`config.mk`:
```
export PLATFORM = sky130hd
export DESIGN_NAME = tppm_ctrl
export DESIGN_NICKNAME = d
export VERILOG_FILES = /design/src/hdl/tppm_pkg.sv /design/src/hdl/tppm_ctrl.sv
export SDC_FILE = /design/constraint.sdc
export NUM_CORES = 1
export LEC_CHECK = 0
export BUFFER_PORTS_ARGS = -buffer_cell sky130_fd_sc_hd__clkbuf_2
export CAP_MARGIN = 20
export CORE_AREA = 2 2 40 42
export DETAILED_ROUTE_END_ITERATION = 7
export DIE_AREA = 0 0 42 44
export PLACE_DENSITY_LB_ADDON = 0.15
export SLEW_MARGIN = 10
export SYNTH_ARGS = -nofsm -noshare
export SYNTH_HDL_FRONTEND = slang
export SYNTH_SLANG_ARGS = --single-unit
```
`constraint.sdc`:
```
create_clock -name clk -period 2 [get_ports clk]
set_input_delay 0 -clock clk [delete_from_list [all_inputs] [get_ports clk]]
set_output_delay 0 -clock clk [all_outputs]
set_load 0.01 [all_outputs]
```
`src/hdl/tppm_pkg.sv`:
```
// shared types and constants of the three phase power meter
package tppm_pkg;

  localparam int PHASES_DEF = 3;
  localparam int SAMPLE_BITS_DEF = 12;

  // configuration register indexes
  localparam logic [1:0] REG_VOLT_OFS = 2'd0;
  localparam logic [1:0] REG_CURR_OFS = 2'd1;
  localparam logic [1:0] REG_SHIFT    = 2'd2;
  localparam logic [1:0] REG_PERIODS  = 2'd3;

  localparam logic [31:0] ROOT_TOP = 32'h4000_0000;

  // controller to datapath commands
  typedef struct packed {
    logic acc;       // accumulate the held sweep
    logic per_load;  // load root operands for the selected phase
    logic root_step; // one root iteration
    logic per_fold;  // fold roots into report sums
    logic per_clr;   // clear period sums of the selected phase
    logic cnt_inc;   // bump period count
    logic div_load;  // load dividers for the selected phase
    logic div_step;  // one divide iteration
    logic rep_done;  // register output word, update energy, clear report sums
    logic cnt_clr;
    logic [1:0] ph;  // selected phase
  } tppm_cmd_t;

  // datapath to controller status
  typedef struct packed {
    logic root_done;
    logic div_done;
    logic report_due;
  } tppm_sts_t;

endpackage

```
`src/hdl/tppm_ctrl.sv`:
```
// sequencer of the three phase power meter
module tppm_ctrl #(
  parameter int PHASES = tppm_pkg::PHASES_DEF
) (
  input  logic clk,
  input  logic rst_n,
  input  logic in_fire,
  input  logic in_eop,
  input  logic out_free,
  input  tppm_pkg::tppm_sts_t sts,
  output tppm_pkg::tppm_cmd_t cmd,
  output logic busy,
  output logic out_load,
  output logic out_last
);
  import tppm_pkg::*;

  localparam logic [2:0] S_IDLE  = 3'd0;
  localparam logic [2:0] S_ACC   = 3'd1;
  localparam logic [2:0] S_ROOT  = 3'd2;
  localparam logic [2:0] S_FOLD  = 3'd3;
  localparam logic [2:0] S_CHECK = 3'd4;
  localparam logic [2:0] S_DIV   = 3'd5;
  localparam logic [2:0] S_EMIT  = 3'd6;

  logic [2:0] state_r, state_nxt;
  logic [1:0] ph_r, ph_nxt;
  logic eop_r, eop_nxt;
  logic rootgo_r, rootgo_nxt;
  logic divgo_r, divgo_nxt;
  logic last_ph;

  assign last_ph = (ph_r == 2'(PHASES - 1));
  assign busy = (state_r != S_IDLE);
  assign out_last = last_ph;

  // next state and commands
  always_comb begin
    state_nxt = state_r;
    ph_nxt = ph_r;
    eop_nxt = eop_r;
    rootgo_nxt = rootgo_r;
    divgo_nxt = divgo_r;
    cmd = '0;
    cmd.ph = ph_r;
    out_load = 1'b0;
    unique case (state_r)
      S_IDLE: begin
        if (in_fire) begin
          eop_nxt = in_eop;
          state_nxt = S_ACC;
        end
      end
      S_ACC: begin
        cmd.acc = 1'b1;
        ph_nxt = '0;
        rootgo_nxt = 1'b0;
        state_nxt = eop_r ? S_ROOT : S_IDLE;
      end
      S_ROOT: begin
        if (!rootgo_r) begin
          cmd.per_load = 1'b1;
          rootgo_nxt = 1'b1;
        end else if (sts.root_done) begin
          state_nxt = S_FOLD;
        end else begin
          cmd.root_step = 1'b1;
        end
      end
      S_FOLD: begin
        cmd.per_fold = 1'b1;
        cmd.per_clr = 1'b1;
        rootgo_nxt = 1'b0;
        if (last_ph) begin
          cmd.cnt_inc = 1'b1;
          ph_nxt = '0;
          state_nxt = S_CHECK;
        end else begin
          ph_nxt = ph_r + 2'd1;
          state_nxt = S_ROOT;
        end
      end
      S_CHECK: begin
        divgo_nxt = 1'b0;
        state_nxt = sts.report_due ? S_DIV : S_IDLE;
      end
      S_DIV: begin
        if (!divgo_r) begin
          cmd.div_load = 1'b1;
          divgo_nxt = 1'b1;
        end else if (sts.div_done) begin
          state_nxt = S_EMIT;
        end else begin
          cmd.div_step = 1'b1;
        end
      end
      S_EMIT: begin
        if (out_free) begin
          out_load = 1'b1;
          cmd.rep_done = 1'b1;
          divgo_nxt = 1'b0;
          if (last_ph) begin
            cmd.cnt_clr = 1'b1;
            state_nxt = S_IDLE;
          end else begin
            ph_nxt = ph_r + 2'd1;
            state_nxt = S_DIV;
          end
        end
      end
      default: state_nxt = S_IDLE;
    endcase
  end

  // state registers
  always_ff @(posedge clk) begin
    if (!rst_n) begin
      state_r <= S_IDLE;
      ph_r <= '0;
      eop_r <= 1'b0;
      rootgo_r <= 1'b0;
      divgo_r <= 1'b0;
    end else begin
      state_r <= state_nxt;
      ph_r <= ph_nxt;
      eop_r <= eop_nxt;
      rootgo_r <= rootgo_nxt;
      divgo_r <= divgo_nxt;
    end
  end

`ifndef SYNTHESIS
  a_phase_range: assert property (@(posedge clk) disable iff (!rst_n)
    ph_r <= 2'(PHASES - 1)) else $error("phase index out of range");
  a_emit_stalls: assert property (@(posedge clk) disable iff (!rst_n)
    (state_r == S_EMIT && !out_free) |=> (state_r == S_EMIT && $stable(ph_r)))
    else $error("emit left without output space");
  a_idle_from_acc: assert property (@(posedge clk) disable iff (!rst_n)
    (state_r == S_ACC && !eop_r) |=> state_r == S_IDLE)
    else $error("non period sweep did not return to idle");
`endif
endmodule

```
**Word level (Yosys, flattened, before mapping)**

Cells that the tools add are included.
Widths: inputs -> output; s select.

- Add/sub/neg operators: 1
- Equality and inequality tests: 14
- Multiplexer cells: 33
- Reduce and logical (&&, ||, !) cells: 10

Operator list:

| operator | count |
|---|---|
| $mux 3 | 10 |
| $pmux 3 s7 | 1 |
| $mux 2 | 8 |
| $ne 2x2->1 const B | 7 |
| $mux 1 | 11 |
| $eq 3x3->1 const B | 3 |
| $reduce_bool 3->1 | 3 |
| $eq 3x2->1 const B | 2 |
| $pmux 2 s3 | 1 |
| $reduce_and 6->1 | 1 |
| $reduce_and 2->1 | 2 |
| $eq 3x1->1 const B | 1 |
| $logic_not 3->1 | 1 |
| $pmux 1 s3 | 1 |
| $reduce_and 3->1 | 1 |
| $add 2x1->2 const B | 1 |
| $eq 2x2->1 const B | 1 |
| $pmux 1 s2 | 1 |
| $reduce_bool 2->1 | 1 |
| $reduce_or 2->1 | 1 |

- Bits in registers: 8
- Input bits: 8

**Logic depth before layout (Yosys ltp)**

- Depth in word-level cells: 4
- Gate-level depth with buffers: 6
- Gate-level depth less buffers: 6

**Worst setup path before layout**

No wires, ideal clock.

- Path kind: flip-flop to flip-flop
- Start point: register ph_r[0]
- End point: register ph_r[0]
- Library setup time: 70 ps
- Arrival: 1,410 ps
- Data required time: 1,930 ps
- Path slack: 520 ps
- Cell stages (with the launch flop): 7
- Period minus slack after synthesis: 1,480 ps
- Cell sequence: dfxtp_1 inv_1 ha_1 and4bb_2 a21o_1 nand3_1 a21boi_1

- Elaborated cells on any way between the ends: 8
- Those cells by class: 1 x add/sub; 2 x eq/ne; 4 x mux; 1 x reduce/logical

RTL lines:

| what | RTL line | source |
|---|---|---|
| start: declaration | tppm_ctrl.sv:27 | `logic [1:0] ph_r, ph_nxt;` |
| start signal: assignment | tppm_ctrl.sv:125 | `ph_r <= ph_nxt;` |
| $eq 2x2->1 (*) | tppm_ctrl.sv:33 | `assign last_ph = (ph_r == 2'(PHASES - 1));` |
| named net out_last | tppm_ctrl.sv:14 | `output logic out_last` |
| $mux 2 or $ne 2x2->1 (tied branches) | n/a |  |
| $pmux 2 s3 or $reduce_and 3->1 (tied branches) | n/a |  |

The timed path passes the listed nets; every way through them passes the cells marked *. The select of a mux whose other input is x is not followed.
A chain may end at the register's enable or synchronous reset.

==> reports/summary.txt <==
TritonCTS buffer count: 3
Synth top area cells: dfxtp_1 24%, ha_1 7.6%, nand2_1 5.1%
Later-pin clock latency in the skew report: 0.26 ns
Area grow syn2layout: 17.6%
RSZ-0062 raised after global routing: false
Critical path endpoint category: output pin
Post-synth EDFFs: 0
Tightest Hold Check Type: in2reg
FMAX: 592 MHz
Synthesized cell area: 659 um2
Most frequent cells after synthesis: 9 x nand2_1, 8 x dfxtp_1, 7 x nor2_1
CP max FO: 17
CTS root buffer: clkbuf_4
Internal Power: 0.000256 W
Total Routing Usage GR: 0.161
Clk_skew: 0.00362 ns
Leakage: 0.364 nW
Synth cell types: 38
Sw power: 0.0000869 W
Routed wire length: 1.40 mm
Resized Gates After CTS: 0
Dpl cell area: 753 um2
Layout cells sized above 1: 0.314
Fill cell count: 150
Tmin final: 1.69 ns
Post-Layout Inst Area: 776 um2
Fin nets: 116
Post-CTS setup buffers: 0
# hold bufs at CTS: 0
Worst-Margin Slew: 0.522 ns
Post-synthesis net count: 95
Clock slew seen by the registers of the worst setup and hold paths: 0.05 ns
Worst setup path class: reg2out
Dpl hpwl: 1.04 mm
Status: completed
Logic pwr share: 0.137
Vias in the first global route: 519
Syn avg cell area: 7.94 um2
Rel. slew slack: 0.651
Antenna-violating nets left: 0
TritonRoute pass-1 iters: 4
Gpl congestion: 0.754
Final period utilization: 0.844
Max Cap Viol: 0
N_diodes: 0
Avg WL per Cell: 11.9 um
Average via count per standard cell: 5.36
Startpoint types: flop
Initial Utilization: 0.465
VDD IR max: 0.426 mV
Die W: 42 um
H-tree levels: 1
Sink Count: 8
Core footprint: 1420 um2
Clock Tree Buf Depth: 2
FP Rows: 14
Fraction of power consumed by sequential logic: 0.498
Global-route wire length before repair: 2.25 mm
Synth Instances: 83
Port Buf Inserts: 22
Die area: 1850 um2
Final Max Tran Viols: 0
Final Hold Fails: 0
Final Setup Violations: 0
Drt drc: 0
CTS tree: done
Drt initial violations: 2
Pwr Density: 442 nW/um2
Top_reg_cell synth: dfxtp_1
Largest net degree at the start of global routing: 18
Sum Neg Setup Slack: 0 ns
Most numerous cell in the Yosys netlist: nand2_1
WP data arrival: 1.69 ns
Via count: 632
Switching Share: 0.254
Seq/Total Area, Yosys: 0.243
GRT overflow: 0
Die Span Y: 44 um
Yosys warnings: 0
I/O pin count: 23
Seq cells post-synth: 8
Ys async rst share: 0
Synth area leader: dfxtp_1
Clk pwr share: 0.364
Yosys top cell area share: 0.243
Antenna violations before repair: 0
Worst endpoint required time: 2.00 ns
final timing paths:
kind                            slack (ns)  endpoint  cells after the start  startpoint
worst min register to register        0.51   divgo_r                      2     divgo_r
worst max-delay path                  0.31    cmd[9]                      4  state_r[1]
worst min-delay path               0.00001     eop_r                      3      in_eop
worst max register to register        0.43   ph_r[1]                      6     ph_r[0]
registers in the layout, indices dropped and copies added (netlist names):
register,count
ph_r,2
eop_r,1
state_r,3
divgo_r,1
rootgo_r,1
power groups by stage:
stage / sequential, W / combinational [W] / clock (W)
2_1_floorplan: 0.000168 / 0.0000368 / 0
3_3_place_gp: 0.000174 / 0.0000469 / 0
3_5_place_dp: 0.000174 / 0.0000475 / 0
4_1_cts: 0.000170 / 0.0000477 / 0.000126
5_1_grt: 0.000171 / 0.0000529 / 0.000136
6_report: 0.000171 / 0.0000471 / 0.000125
cells in the final DEF (no fill, tap or decap), types with 2 or more instances in the layout:
master / n
nand2b_1: 3
nor2b_1: 3
clkbuf_4: 3
nor3b_2: 2
o21ai_0: 4
nor2_1: 7
inv_1: 4
a21boi_1: 2
a21oi_1: 2
clkbuf_2: 22
ha_1: 4
nand2_1: 9
dfxtp_1: 8
mux2i_1: 3
o2bb2ai_1: 2
nand3_1: 2
nand3b_1: 2
cells by family (layout without fill, tap and decap cells):
group,after synthesis,in the layout,share of synthesized area
AO/OA/AOI/OAI,20,20,0.222
adder cells (fa/ha/maj),4,4,0.0759
buffers and inverters,11,30,0.0835
flip-flops,8,8,0.243
multiplexers,3,3,0.0455
AND/OR/NAND/NOR,37,37,0.330
through the flow:
step / hold WS [ns] / utilization / worst slack, ns / total power, W / cells
6_report: 0.0000106 / 0.547 / 0.312 / 0.000343 / 118
5_1_grt: 0.0641 / 0.547 / 0.182 / 0.000360 / 118
4_1_cts: 0.000645 / 0.547 / 0.311 / 0.000344 / 118
3_5_place_dp: 0.251 / 0.531 / 0.477 / 0.000222 / 115
3_3_place_gp: 0.242 / 0.531 / 0.495 / 0.000220 / 115
2_1_floorplan: 0.0330 / - / 0.520 / 0.000205 / 83
routing by layer:
layer	track usage	part of all wire	vias to the layer above
met5	0	0	-
met4	0.0194	0	0
met3	0.0792	0.058	0
met2	0.244	0.46	14
met1	0.215	0.48	291
li1	-	-	327
worst max-delay path, cell delays in order (launching register included):
cell and delay, ns:
dfxtp_1 0.60, inv_2 0.13, or3_4 0.41, nor3b_2 0.15, clkbuf_2 0.15
area by class of cell:
| cell class | count | area [um2] | share of cell area |
|---|---|---|---|
| clock buffer | 3 | 22.5 | 0.0290 |
| inverter | 5 | 18.8 | 0.0242 |
| multi-input combinational | 64 | 444 | 0.573 |
| sequential | 8 | 160 | 0.206 |
| tap | 16 | 20.0 | 0.0258 |
| timing repair buffer | 22 | 110 | 0.142 |
Power figures use the tool's default switching activity.
